### config.mk
export PLATFORM = sky130hd
export DESIGN_NAME = four_channel_micro_dma_controller
export DESIGN_NICKNAME = d
export VERILOG_FILES = /design/src/hw/rtl/fcmdma_pkg.sv /design/src/hw/rtl/four_channel_micro_dma_controller.sv
export SDC_FILE = /design/constraint.sdc
export NUM_CORES = 1
export LEC_CHECK = 0
export BUFFER_PORTS_ARGS = -buffer_cell sky130_fd_sc_hd__buf_2
export CORE_MARGIN = 1.5
export CORE_UTILIZATION = 65
export CTS_BUF_LIST = sky130_fd_sc_hd__clkbuf_4
export CTS_CLUSTER_SIZE = 8
export DETAILED_ROUTE_END_ITERATION = 10
export PLACE_DENSITY_LB_ADDON = 0.25
export SLEW_MARGIN = 20
export SYNTH_ARGS = -nofsm -noshare
export SYNTH_HDL_FRONTEND = slang
export SYNTH_SLANG_ARGS = --single-unit
### constraint.sdc
create_clock -name clk -period 18.8 [get_ports clk]
set_input_delay 0.94 -clock clk [delete_from_list [all_inputs] [get_ports clk]]
set_output_delay 0.94 -clock clk [all_outputs]
set_load 0.01 [all_outputs]
### src/hw/rtl/fcmdma_pkg.sv
// Types and constants shared by the four-channel micro DMA controller.
// Depends on nothing.
`default_nettype none
package fcmdma_pkg;

  localparam int unsigned NUM_CH = 4;

  typedef enum logic [1:0] {
    REQ_READ    = 2'd0,
    REQ_WRITE   = 2'd1,
    REQ_TRIGGER = 2'd2,
    REQ_NONE    = 2'd3
  } req_t;

  typedef enum logic [1:0] {
    SZ_BYTE = 2'd0,
    SZ_WORD = 2'd1,
    SZ_LONG = 2'd2,
    SZ_NONE = 2'd3
  } size_t;

  localparam logic [2:0] MODE_DST_INC = 3'd0;
  localparam logic [2:0] MODE_DST_DEC = 3'd1;
  localparam logic [2:0] MODE_SRC_INC = 3'd2;
  localparam logic [2:0] MODE_SRC_DEC = 3'd3;
  localparam logic [2:0] MODE_HOLD    = 3'd4;
  localparam logic [2:0] MODE_COUNTER = 3'd5;
  localparam logic [2:0] MODE_BAD6    = 3'd6;
  localparam logic [2:0] MODE_BAD7    = 3'd7;

  localparam logic [7:0] REG_CH_MASK   = 8'hF3;
  localparam logic [7:0] REG_MODE_BASE = 8'h22;
  localparam logic [7:0] REG_CNT_BASE  = 8'h20;
  localparam logic [7:0] REG_LONG_END  = 8'h20;

  localparam logic [4:0] IRQ_BASE   = 5'd14;
  localparam logic [6:0] CLEAR_BASE = 7'h7C;

  // first member in the highest bits
  typedef struct packed {
    logic [6:0]  clear_addr;
    logic [4:0]  irq_source;
    logic        irq_fire;
    logic        bad_mode;
    logic [1:0]  xfer_size;
    logic [31:0] xfer_dst;
    logic [31:0] xfer_src;
    logic        xfer_valid;
    logic        bad_reg;
    logic [31:0] read_data;
  } res_t;

endpackage
`default_nettype wire

### src/hw/rtl/four_channel_micro_dma_controller.sv
// Four-channel micro DMA controller: register file, trigger step and output skid stage.
// Depends on fcmdma_pkg.
//
// Takes one item per cycle while s_tready is high and returns one registered
// result item per item, in order. Register reads, writes and trigger steps all
// finish in a single pass through a four-entry register file, with a count
// decrement and at most one address update per step. A two-deep output stage
// (result register and skid register) keeps s_tready registered, so the input
// side stalls only when both are full. Reset clears all channel registers to zero.
`default_nettype none
module four_channel_micro_dma_controller (
  input  wire logic         clk,
  input  wire logic         rst,
  input  wire logic         s_tvalid,
  output logic              s_tready,
  input  wire logic [47:0]  s_tdata,  // access_size[1:0], reg_addr[9:2], write_data[41:10],
                                      // channel[43:42], zero fill
  input  wire logic [1:0]   s_tuser,  // req_type[1:0]
  output logic              m_tvalid,
  input  wire logic         m_tready,
  output logic [119:0]      m_tdata   // read_data[31:0], bad_reg[32], xfer_valid[33],
                                      // xfer_src[65:34], xfer_dst[97:66], xfer_size[99:98],
                                      // bad_mode[100], irq_fire[101], irq_source[106:102],
                                      // clear_addr[113:107], zero fill
);

  logic [31:0] src_addr [fcmdma_pkg::NUM_CH];
  logic [31:0] dst_addr [fcmdma_pkg::NUM_CH];
  logic [15:0] count    [fcmdma_pkg::NUM_CH];
  logic [7:0]  mode     [fcmdma_pkg::NUM_CH];

  logic [1:0]  req_type;
  logic [1:0]  access_size;
  logic [7:0]  reg_addr;
  logic [31:0] write_data;
  logic [1:0]  channel;

  assign req_type    = s_tuser;
  assign access_size = s_tdata[1:0];
  assign reg_addr    = s_tdata[9:2];
  assign write_data  = s_tdata[41:10];
  assign channel     = s_tdata[43:42];

  logic accept;
  assign accept = s_tvalid && s_tready;

  logic [1:0]  idx;
  logic [31:0] cur_src, cur_dst;
  logic [15:0] cur_cnt;
  logic [7:0]  cur_mode;

  assign idx      = (req_type == fcmdma_pkg::REQ_TRIGGER) ? channel : reg_addr[3:2];
  assign cur_src  = src_addr[idx];
  assign cur_dst  = dst_addr[idx];
  assign cur_cnt  = count[idx];
  assign cur_mode = mode[idx];

  fcmdma_pkg::res_t res;
  logic        wr_src, wr_dst, wr_cnt, wr_mode;
  logic [31:0] src_next, dst_next;
  logic [15:0] cnt_next;
  logic [2:0]  t_mode;
  logic [1:0]  t_size;
  logic [31:0] step;
  logic        hit_mode, hit_cnt, hit_long;

  assign t_mode   = cur_mode[4:2];
  assign t_size   = cur_mode[1:0];
  assign hit_mode = (reg_addr & fcmdma_pkg::REG_CH_MASK) == fcmdma_pkg::REG_MODE_BASE;
  assign hit_cnt  = (reg_addr & fcmdma_pkg::REG_CH_MASK) == fcmdma_pkg::REG_CNT_BASE;
  assign hit_long = (reg_addr < fcmdma_pkg::REG_LONG_END) && (reg_addr[1:0] == 2'b00);

  always_comb begin
    unique case (t_size)
      fcmdma_pkg::SZ_BYTE: step = 32'd1;
      fcmdma_pkg::SZ_WORD: step = 32'd2;
      default:             step = 32'd4;
    endcase
  end

  always_comb begin
    res      = '0;
    wr_src   = 1'b0;
    wr_dst   = 1'b0;
    wr_cnt   = 1'b0;
    wr_mode  = 1'b0;
    src_next = write_data;
    dst_next = write_data;
    cnt_next = write_data[15:0];
    unique case (req_type)
      fcmdma_pkg::REQ_READ, fcmdma_pkg::REQ_WRITE: begin
        unique case (access_size)
          fcmdma_pkg::SZ_BYTE: begin
            if (!hit_mode) begin
              res.bad_reg = 1'b1;
            end else if (req_type == fcmdma_pkg::REQ_WRITE) begin
              wr_mode = 1'b1;
            end else begin
              res.read_data = {24'd0, cur_mode};
            end
          end
          fcmdma_pkg::SZ_WORD: begin
            if (!hit_cnt) begin
              res.bad_reg = 1'b1;
            end else if (req_type == fcmdma_pkg::REQ_WRITE) begin
              wr_cnt = 1'b1;
            end else begin
              res.read_data = {16'd0, cur_cnt};
            end
          end
          fcmdma_pkg::SZ_LONG: begin
            if (!hit_long) begin
              res.bad_reg = 1'b1;
            end else if (req_type == fcmdma_pkg::REQ_WRITE) begin
              wr_src = !reg_addr[4];
              wr_dst = reg_addr[4];
            end else begin
              res.read_data = reg_addr[4] ? cur_dst : cur_src;
            end
          end
          default: res.bad_reg = 1'b1;
        endcase
      end
      fcmdma_pkg::REQ_TRIGGER: begin
        if (cur_cnt != 16'd0) begin
          if (t_mode == fcmdma_pkg::MODE_BAD6 || t_mode == fcmdma_pkg::MODE_BAD7) begin
            res.bad_mode = 1'b1;
          end else begin
            cnt_next = cur_cnt - 16'd1;
            wr_cnt   = 1'b1;
            if (t_mode == fcmdma_pkg::MODE_COUNTER) begin
              src_next = cur_src + 32'd1;
              wr_src   = 1'b1;
            end else if (t_size != fcmdma_pkg::SZ_NONE) begin
              res.xfer_valid = 1'b1;
              res.xfer_src   = cur_src;
              res.xfer_dst   = cur_dst;
              res.xfer_size  = t_size;
              src_next       = (t_mode == fcmdma_pkg::MODE_SRC_DEC) ? cur_src - step
                                                                    : cur_src + step;
              dst_next       = (t_mode == fcmdma_pkg::MODE_DST_DEC) ? cur_dst - step
                                                                    : cur_dst + step;
              wr_src = (t_mode == fcmdma_pkg::MODE_SRC_INC) ||
                       (t_mode == fcmdma_pkg::MODE_SRC_DEC);
              wr_dst = (t_mode == fcmdma_pkg::MODE_DST_INC) ||
                       (t_mode == fcmdma_pkg::MODE_DST_DEC);
            end
            if (cur_cnt == 16'd1) begin
              res.irq_fire   = 1'b1;
              res.irq_source = fcmdma_pkg::IRQ_BASE + {3'd0, channel};
              res.clear_addr = fcmdma_pkg::CLEAR_BASE + {5'd0, channel};
            end
          end
        end
      end
      default: res = '0;
    endcase
  end

  always_ff @(posedge clk) begin
    if (rst) begin
      for (int i = 0; i < fcmdma_pkg::NUM_CH; i++) begin
        src_addr[i] <= '0;
        dst_addr[i] <= '0;
        count[i]    <= '0;
        mode[i]     <= '0;
      end
    end else if (accept) begin
      if (wr_src) begin
        src_addr[idx] <= src_next;
      end
      if (wr_dst) begin
        dst_addr[idx] <= dst_next;
      end
      if (wr_cnt) begin
        count[idx] <= cnt_next;
      end
      if (wr_mode) begin
        mode[idx] <= write_data[7:0];
      end
    end
  end

  fcmdma_pkg::res_t out_q, skid_q;
  logic             out_valid, skid_valid;

  assign s_tready = !skid_valid;
  assign m_tvalid = out_valid;
  assign m_tdata  = {6'd0, out_q};

  always_ff @(posedge clk) begin
    if (rst) begin
      out_valid  <= 1'b0;
      skid_valid <= 1'b0;
    end else if (m_tready || !out_valid) begin
      out_valid  <= skid_valid || accept;
      skid_valid <= 1'b0;
    end else if (accept) begin
      skid_valid <= 1'b1;
    end
  end

  always_ff @(posedge clk) begin
    if (m_tready || !out_valid) begin
      out_q <= skid_valid ? skid_q : res;
    end else if (accept) begin
      skid_q <= res;
    end
  end

endmodule
`default_nettype wire

==> impl_results.md, run 1 <==
* Status: complete, no violations
* Largest family of logic cells by synthesized area: simple AND/OR/NAND/NOR gates
* Post-synthesis average cell area at 10.8 sq um
* Simple-gate portion of the synthesized area at 0.175
* Max-Cap Viols at 0
* Die height at 220 um
* Worst Max-Slew Pin Slew at 1.17 ns
* Final Routed Wirelength at 96,500 um
* Commonest register cell after synthesis: edfxtp_1
* Synth Register Bits at 564
* Number of ports placed on the die boundary at 176
* Critical Path End Type: flip-flop
* Via-to-Cell Ratio at 6.65
* Most common cell after layout, fill and taps aside: edfxtp_1
* Post-layout minimum cycle time at 6.92 ns
* Achievable clock frequency at 0.145 GHz
* Power density over the cells at 91.7 nW/um^2
* Number of warnings issued by yosys at 0
* Final worst-path cycle share at 0.368
* First-pass iteration count of the detailed router at 6
* Final cell count without fillers at 3,725
* Layout area overhead at 9.39%
* Final ANT Viol Nets at 0
* Post-Synthesis Cells at 2,848
* Required time of the critical path at 19.62 ns
* Clock Power Share at 0.344
* Leakage dissipation at 13.6 nW
* Power spent charging and discharging nets at 0.912 mW
* Routability congestion estimate at 0.996
* Post-synthesis xor/xnor area fraction at 0.0220
* Floorplan die area at 48,400 sq um
* PortBufs at 165
* Placed wire-length estimate after detailed placement at 64,300 um
* Antenna violations before repair at 7
* CTS max path bufs at 3
* Number of buffers inserted to repair setup after CTS at 0
* Count of final hold-check violations at 0
* Post-CTS sizing at 0
* CP startpoint kind: input port
* Area of the core at 46,600 sq um
* Placed insts at 3,478
* Critical Setup Path Class: in2reg
* WL/cell at 25.9 um
* TritonCTS Sinks at 564
* GRT Residual Overflow at 0
* Slowest cell on the critical path: buf_4
* Share of cell area taken by muxes after synthesis at 0.0690
* Root buf cell: clkbuf_4
* Switching portion of total power at 0.297
* Via Count at 24,800
* Number of distinct library cells after synthesis at 90
* Crit path largest cell delay at 0.78 ns
* Initial core utilization at 0.658
* Count of filler cells inserted in the layout at 3,258
* Largest fanout on the critical path at 83
* Row count at 79
* Final number of max-transition violations at 0
* All-layer global routing usage at 0.406
* # hold bufs at CTS at 0
* Clock transition at the registers of the reported paths at 0.07 ns
* Source-to-sink clock delay at the later pin of the worst-skew pair at 1.01 ns
* H-tree level count at 4
* Combined area of the multi-input logic cells at 12,600 sq um
* Fraction of the mapped netlist area in compound gates at 0.115
* Comb power frac at 0.183
* Type of the most critical hold path: in2reg
* Cell-internal power at 2.16 mW
* Max-Slew Margin vs Limit at 0.210
* Post-synthesis share of cell area spent on full adders, half adders and majority gates at 0.0279
* Commonest non-fill, non-tap cells in the layout: edfxtp_1 (562), nor2_1 (434), nand2_1 (368), clkbuf_4 (210), buf_2 (165)
* RSZ-0062 raised after global routing: no
* Total standard cell area after synthesis at 30,600 sq um
* Global-route wire length before repair at 143,000 um
* Worst VDD drop at 0.0000612 V
* Seq. cell area at 16,900 sq um
* Arrival time of data at the critical path endpoint at 7.74 ns
* # DRC at 0
* Clock tree from TritonCTS: built
* Summed negative setup slack over all endpoints at 0 ns
* Endpoints failing setup at 0
* Number of synthesized flops with an enable pin at 562
* Number of global-route vias before repair at 23,700
* FFs w/ async S/R, synth at 0
* Maximum number of pins on one net before global-route repair at 160
* Post-Route Skew at 0.0698 ns
* Ordered cell list for the critical path: buf_2 > and3b_1 > a21o_4 > buf_4 > nand2_1 > and3_1 > a31oi_1 > o21bai_1 > ha_1 > nor2b_1 > o2111ai_1 > a21boi_0 > o311ai_0 > a21oi_1 > o21ai_0 > xnor2_1 > a211oi_2 > nor2b_1
* Horiz. Die Dim at 220 um
* Number of nets in the finished design at 3,137
* Proportion of power drawn by flip-flops and latches at 0.473
* Fraction of final layout cells sized beyond drive strength 1 at 0.189
* Sequential-to-total area share from yosys stat at 0.552
* Cell type with the highest occurrence count on the critical path: nor2b_1
* Number of violations reported at the end of detailed-routing iteration 0 at 3,425
* Clock buffer count from CTS at 143
[per-layer routing]
layer,vias to the layer above,track usage,share of wire
li1,10900,-,-
met1,11800,0.552,0.38
met2,1809,0.594,0.43
met3,254,0.107,0.13
met4,2,0.224,0.054
met5,-,0,0.00013
[kinds of logic after synthesis]
kind of cell,count (synthesis)
buffers and inverters,253
multiplexers,190
adder cells (fa/ha/maj),67
other,1
AND/OR/NAND/NOR,1183
flip-flops,564
AO/OA/AOI/OAI,513
XOR/XNOR,77
[power by group through the flow]
stage	registers, mW	logic (mW)	clock network [mW]
global route	1.46	0.600	1.13
global placement	1.48	0.532	0
finish	1.45	0.563	1.06
CTS	1.45	0.545	1.06
floorplan	1.49	0.356	0
detailed placement	1.48	0.541	0
[critical path, delay by kind of cell]
family | cells | cell delay (ns)
buf+inv | 2 | 1.08
compound gates | 9 | 3.94
xor+xnor | 1 | 0.16
simple gates | 5 | 1.23
fa+ha+maj | 1 | 0.34
[per-stage QoR]
stage          power, mW  area [sq um]  worst slack (ns)  utilization  hold slack, ns
3_3_place_gp        2.01         31700             11.30        0.681           0.509
6_report            3.07         33500             11.88        0.720           0.327
4_1_cts             3.06         33500             12.10        0.720           0.258
2_1_floorplan       1.84         30700              9.81            -           0.498
5_1_grt             3.18         33500             11.57        0.720           0.286
3_5_place_dp        2.02         31700             11.09        0.681           0.512
[flip-flops by register name, summed over array words and instances (netlist names)]
signal,cells
m_tdata,105
m_tvalid,1
skid_q,105
skid_valid,1
mode,32
count,64
src_addr,128
dst_addr,128
[synth_stat cells (18+ instances only)]
library cell,number,area share
nor4_1,31,0.0063
a21o_1,27,0.0066
and3_1,106,0.022
mux2_2,87,0.032
nand3_1,50,0.0082
buf_2,52,0.0085
xor2_1,25,0.0071
nand4_1,18,0.0037
buf_4,29,0.0071
a31oi_1,54,0.011
nor2_1,434,0.053
ha_1,65,0.027
nand2_1,369,0.045
nand2b_1,18,0.0037
o21ai_0,58,0.0095
nor3_1,61,0.010
o31ai_1,33,0.0081
a21oi_1,131,0.021
inv_1,57,0.0070
a211oi_1,27,0.0066
edfxtp_1,562,0.55
a22oi_1,20,0.0049
clkbuf_1,92,0.011
xnor2_1,52,0.015
mux2i_1,94,0.031
nor2b_1,23,0.0047
[final cells by class]
class / count / area share
timing repair buffer: 212 / 0.0355
clock inverter: 36 / 0.00672
inverter: 59 / 0.00665
antenna: 1 / 0.0000747
clock buffer: 210 / 0.0470
tap: 607 / 0.0227
sequential: 564 / 0.505
multi-input combinational: 2036 / 0.377
[worst paths after layout]
| kind | start | to | slack (ns) | cells after the start |
|---|---|---|---|---|
| setup / recovery | s_tuser[1] | dst_addr[2][31] | 11.88 | 18 |
| hold / removal | s_tvalid | skid_valid | 0.33 | 3 |
| setup reg to reg | count[0][0] | dst_addr[2][2] | 13.40 | 13 |
| hold reg to reg | skid_q[26] | m_tdata[26] | 0.50 | 2 |
Power figures use the tool's default switching activity.
==> run 2: changes to the inputs <==
--- a/config.mk
+++ b/config.mk
@@ -5,9 +5,10 @@
 export SDC_FILE = /design/constraint.sdc
 export NUM_CORES = 1
 export LEC_CHECK = 0
+export ABC_AREA = 1
 export BUFFER_PORTS_ARGS = -buffer_cell sky130_fd_sc_hd__buf_2
 export CORE_MARGIN = 1.5
-export CORE_UTILIZATION = 65
+export CORE_UTILIZATION = 58
 export CTS_BUF_LIST = sky130_fd_sc_hd__clkbuf_4
 export CTS_CLUSTER_SIZE = 8
 export DETAILED_ROUTE_END_ITERATION = 10
==> constraint.sdc (replaced) <==
create_clock -name clk -period 5.8 [get_ports clk]
set_input_delay 0.29 -clock clk [delete_from_list [all_inputs] [get_ports clk]]
set_output_delay 0.29 -clock clk [all_outputs]
set_load 0.01 [all_outputs]
==> impl_results.md, run 2 <==
* End point of the most critical hold path: skid_q[5]
* Hold_ws at 0.146 ns (-0.181 ns)
* CP startpoint kind: input port
* CP Buf/Inv Count at 7 (+5)
* Most common cell after layout, fill and taps aside: nand2_1
* Required time of the critical path at 6.44 ns (-13.18 ns)
* CTS max path bufs at 3 (unchanged)
* Number of global-route vias before repair at 26,400 (+11%)
* Max-Slew Margin vs Limit at 0.234 (+0.0248)
* Combined area of the multi-input logic cells at 12,500 sq um (-0.82%)
* Final ANT Viol Nets at 0 (unchanged)
* Die height at 237 um (+7.5%)
* Worst Max-Slew Pin Slew at 1.14 ns (-0.0313 ns)
* Clock transition at the registers of the reported paths at 0.06 ns (about the same)
* Largest area contributor in the synthesized netlist: edfxtp_1
* Worst reg2reg path endpoint: src_addr[0][18]
* Post-synthesis average cell area at 8.42 sq um (-22%)
* Largest fanout on the critical path at 40 (-52%)
* Synth Register Bits at 564 (unchanged)
* Worst VDD drop at 0.000229 V (+270%)
* H-tree level count at 4 (unchanged)
* Most numerous cell in the Yosys netlist: nand2_1
* Area of the core at 53,800 sq um (+16%)
* Type of the most critical hold path: in2reg
* Area fraction of the dominant cell type after synthesis at 0.534 (-0.0172)
* PortBufs at 165 (unchanged)
* Count of final hold-check violations at 0 (unchanged)
* Startpoint of the worst register-to-register path: mode[0][4]
* Post-layout minimum cycle time at 4.89 ns
* Comb power frac at 0.219 (+0.036)
* Routability congestion estimate at 1.04 (+4.6%)
* All-layer global routing usage at 0.373 (-0.0326)
* Crit path largest cell delay at 0.54 ns (-0.24 ns)
* Number of violations reported at the end of detailed-routing iteration 0 at 3,427 (+0.058%)
* Cell type with the highest occurrence count on the critical path: nand2_1
* Commonest non-fill, non-tap cells in the layout: nand2_1 (1,084), nor2_1 (608), edfxtp_1 (562), inv_1 (360), nand3_1 (276)
* Endpoints failing setup at 0 (unchanged)
* Maximum number of pins on one net before global-route repair at 77 (-52%)
* Switching portion of total power at 0.319 (+0.0227)
* Antenna violations before repair at 4 (-3)
* GRT Residual Overflow at 0 (unchanged)
* Number of buffers inserted to repair setup after CTS at 0 (unchanged)
* Number of nets in the finished design at 4,158 (+33%)
* Depth of the worst hold-timing path at 8 (+5)
* Critical Path End Type: flip-flop
* Slowest cell on the critical path: dlygate4sd3_1
* R2R setup slack at 1.61 ns (-11.79 ns)
* Placed wire-length estimate after detailed placement at 75,300 um (+17%)
* TritonCTS Sinks at 564 (unchanged)
* Source-to-sink clock delay at the later pin of the worst-skew pair at 0.98 ns (-0.03 ns)
* Post-Synthesis Cells at 3,758 (+32%)
* Critical Setup Path Class: in2reg
* Initial core utilization at 0.588 (-0.0704)
* Number of distinct library cells after synthesis at 52 (-42%)
* # DRC at 0 (unchanged)
* RSZ-0062 raised after global routing: no
* Arrival time of data at the critical path endpoint at 5.53 ns (-2.21 ns)
* Seq. cell area at 16,900 sq um (about the same)
* Proportion of power drawn by flip-flops and latches at 0.461 (-0.012)
* Worst reg-to-reg path cell count at 19 (+6)
* Synth area leaders: edfxtp_1 (53%), nand2_1 (13%), nor2_1 (7.2%), nand3_1 (4.4%), inv_1 (4.3%)
* Clock tree from TritonCTS: built
* Number of ports placed on the die boundary at 176 (unchanged)
* Crit path depth at 25 (+7)
* Final cell count without fillers at 4,824 (+30%)
* Layout area overhead at 12.0%
* Number of warnings issued by yosys at 0 (unchanged)
* Final design utilization at 0.658 (-0.0616)
* Number of synthesized flops with an enable pin at 562 (unchanged)
* Count of filler cells inserted in the layout at 4,568 (+40%)
* Power density over the cells at 288 nW/um^2 (+210%)
* Root buf cell: clkbuf_4
* Commonest register cell after synthesis: edfxtp_1
* Sequential-to-total area share from yosys stat at 0.535 (-0.0172)
* Post-Route Skew at 0.0854 ns (+0.0156 ns)
* FFs w/ async S/R, synth at 0 (unchanged)
* Final worst-path cycle share at 0.843
* Power spent charging and discharging nets at 3.26 mW (+260%)
* Cell-internal power at 6.94 mW (+220%)
* Via-to-Cell Ratio at 5.83 (-12%)
* Clock Power Share at 0.320 (-0.024)
* Top cells by count, synth: nand2_1 (1,086), nor2_1 (608), edfxtp_1 (562)
* Fraction of final layout cells sized beyond drive strength 1 at 0.131 (-0.0584)
* Row count at 85 (+7.6%)
* First-pass iteration count of the detailed router at 8 (+2)
* Clock buffer count from CTS at 140 (-2.1%)
* Final number of max-transition violations at 0 (unchanged)
* Achievable clock frequency at 0.205 GHz
* # hold bufs at CTS at 49 (+49)
* Largest registers ranked by flip-flop count: dst_addr x128, src_addr x128
* Max-Cap Viols at 0 (unchanged)
* Worst min-delay path startpoint: s_tdata[2]
* Placed insts at 4,542 (+31%)
* Post-CTS sizing at 0 (unchanged)
* Final Routed Wirelength at 105,000 um (+8.3%)
* Floorplan die area at 55,900 sq um (+15%)
* Status: complete, no violations
* WL/cell at 21.7 um (-16%)
* Total standard cell area after synthesis at 31,600 sq um (+3.2%)
* Horiz. Die Dim at 237 um (+7.5%)
* Via Count at 28,100 (+14%)
* Critical path's top delay family: simple AND/OR/NAND/NOR gates
* Global-route wire length before repair at 155,000 um (+8.6%)
* Leakage dissipation at 16.0 nW (+17%)
-- run 2: cell types whose count changed in the layout (fill, tap and decap cells not counted), sizes merged, moves of 33 or more --
| cell | delta |
|---|---|
| and3 | -106 |
| nand2 | +732 |
| mux2 | -71 |
| o21ai | +84 |
| o31ai | -33 |
| buf | +43 |
| inv | +306 |
| dlygate4sd3 | +49 |
| mux2i | -96 |
| a31oi | -36 |
| nor2 | +188 |
| xnor2 | -34 |
| nand3 | +238 |
-- run 2: cell families (layout without fill, tap and decap cells) --
kind of cell,after synthesis,in the layout,share of synthesized area
xor gates and xnor gates,44,44,0.0122
buffers and inverters,540,903,0.0712
DFF,564,564,0.535
adders and majority gates,67,67,0.0270
AOI/OAI and AO/OA,415,415,0.0757
muxes,16,16,0.00570
other,1,8,0.000119
and+or+nand+nor,2111,2111,0.273
-- run 2: per-layer routing --
layer	vias up	wire length [um]	GRT usage
li1	13100	-	-
met1	13100	41400	0.509
met2	1733	46800	0.574
met3	262	12100	0.0864
met4	6	4200	0.162
met5	-	44	0
-- run 2: layout make-up --
class / count / share of cell area
clock buffers: 190 / 0.0403
inverters: 368 / 0.0391
multi-input cells: 2659 / 0.353
clock inverters: 41 / 0.00777
well taps: 696 / 0.0246
diodes: 2 / 0.000141
flip-flops and latches: 564 / 0.478
repair buffers: 304 / 0.0573
-- run 2: stage by stage --
step                power, mW  instance area [sq um]  setup TNS (ns)  setup WS, ns
floorplan                6.18                  31600         -434.36         -4.14
global placement         6.91                  33200               0         0.893
detailed placement       6.92                  33200               0         0.806
CTS                      10.2                  35400               0          1.22
global route             10.6                  35400               0         0.654
finish                   10.2                  35400               0         0.912
-- run 2: power groups by stage --
stage	Sequential [mW]	Clock, mW	Combinational [mW]
floorplan	4.83	0	1.35
global route	4.72	3.51	2.40
finish	4.70	3.26	2.23
global placement	4.78	0	2.12
CTS	4.70	3.30	2.16
detailed placement	4.79	0	2.13
-- run 2: how the worst max path moves through the flow --
| stage | to | slack [ns] | startpoint |
|---|---|---|---|
| after CTS | src_addr[2][18] | 1.22 | s_tuser[0] |
| after detailed placement | src_addr[0][31] | 0.81 | s_tuser[0] |
| after global placement | src_addr[1][31] | 0.89 | s_tuser[0] |
| final | src_addr[0][18] | 0.91 | s_tuser[0] |
| after global routing | src_addr[0][30] | 0.65 | s_tuser[0] |
| after floorplan | skid_q[0] | -4.14 | m_tvalid |
-- run 2: worst register-to-register path, stage by stage (launching register included) --
cell and delay (ns):
edfxtp_1 0.37, nand3b_1 0.18, nand3_1 0.13, nand2_1 0.15
nor2_1 0.23, nand2_1 0.15, inv_1 0.08, buf_4 0.34
ha_1 0.37, nand2_1 0.13, nor2_1 0.14, inv_1 0.08
nor3_1 0.42, nand4_1 0.28, nand3_1 0.14, nand2_1 0.06
nand3_1 0.10, a21oi_1 0.09, a21boi_2 0.33, nor2_1 0.10
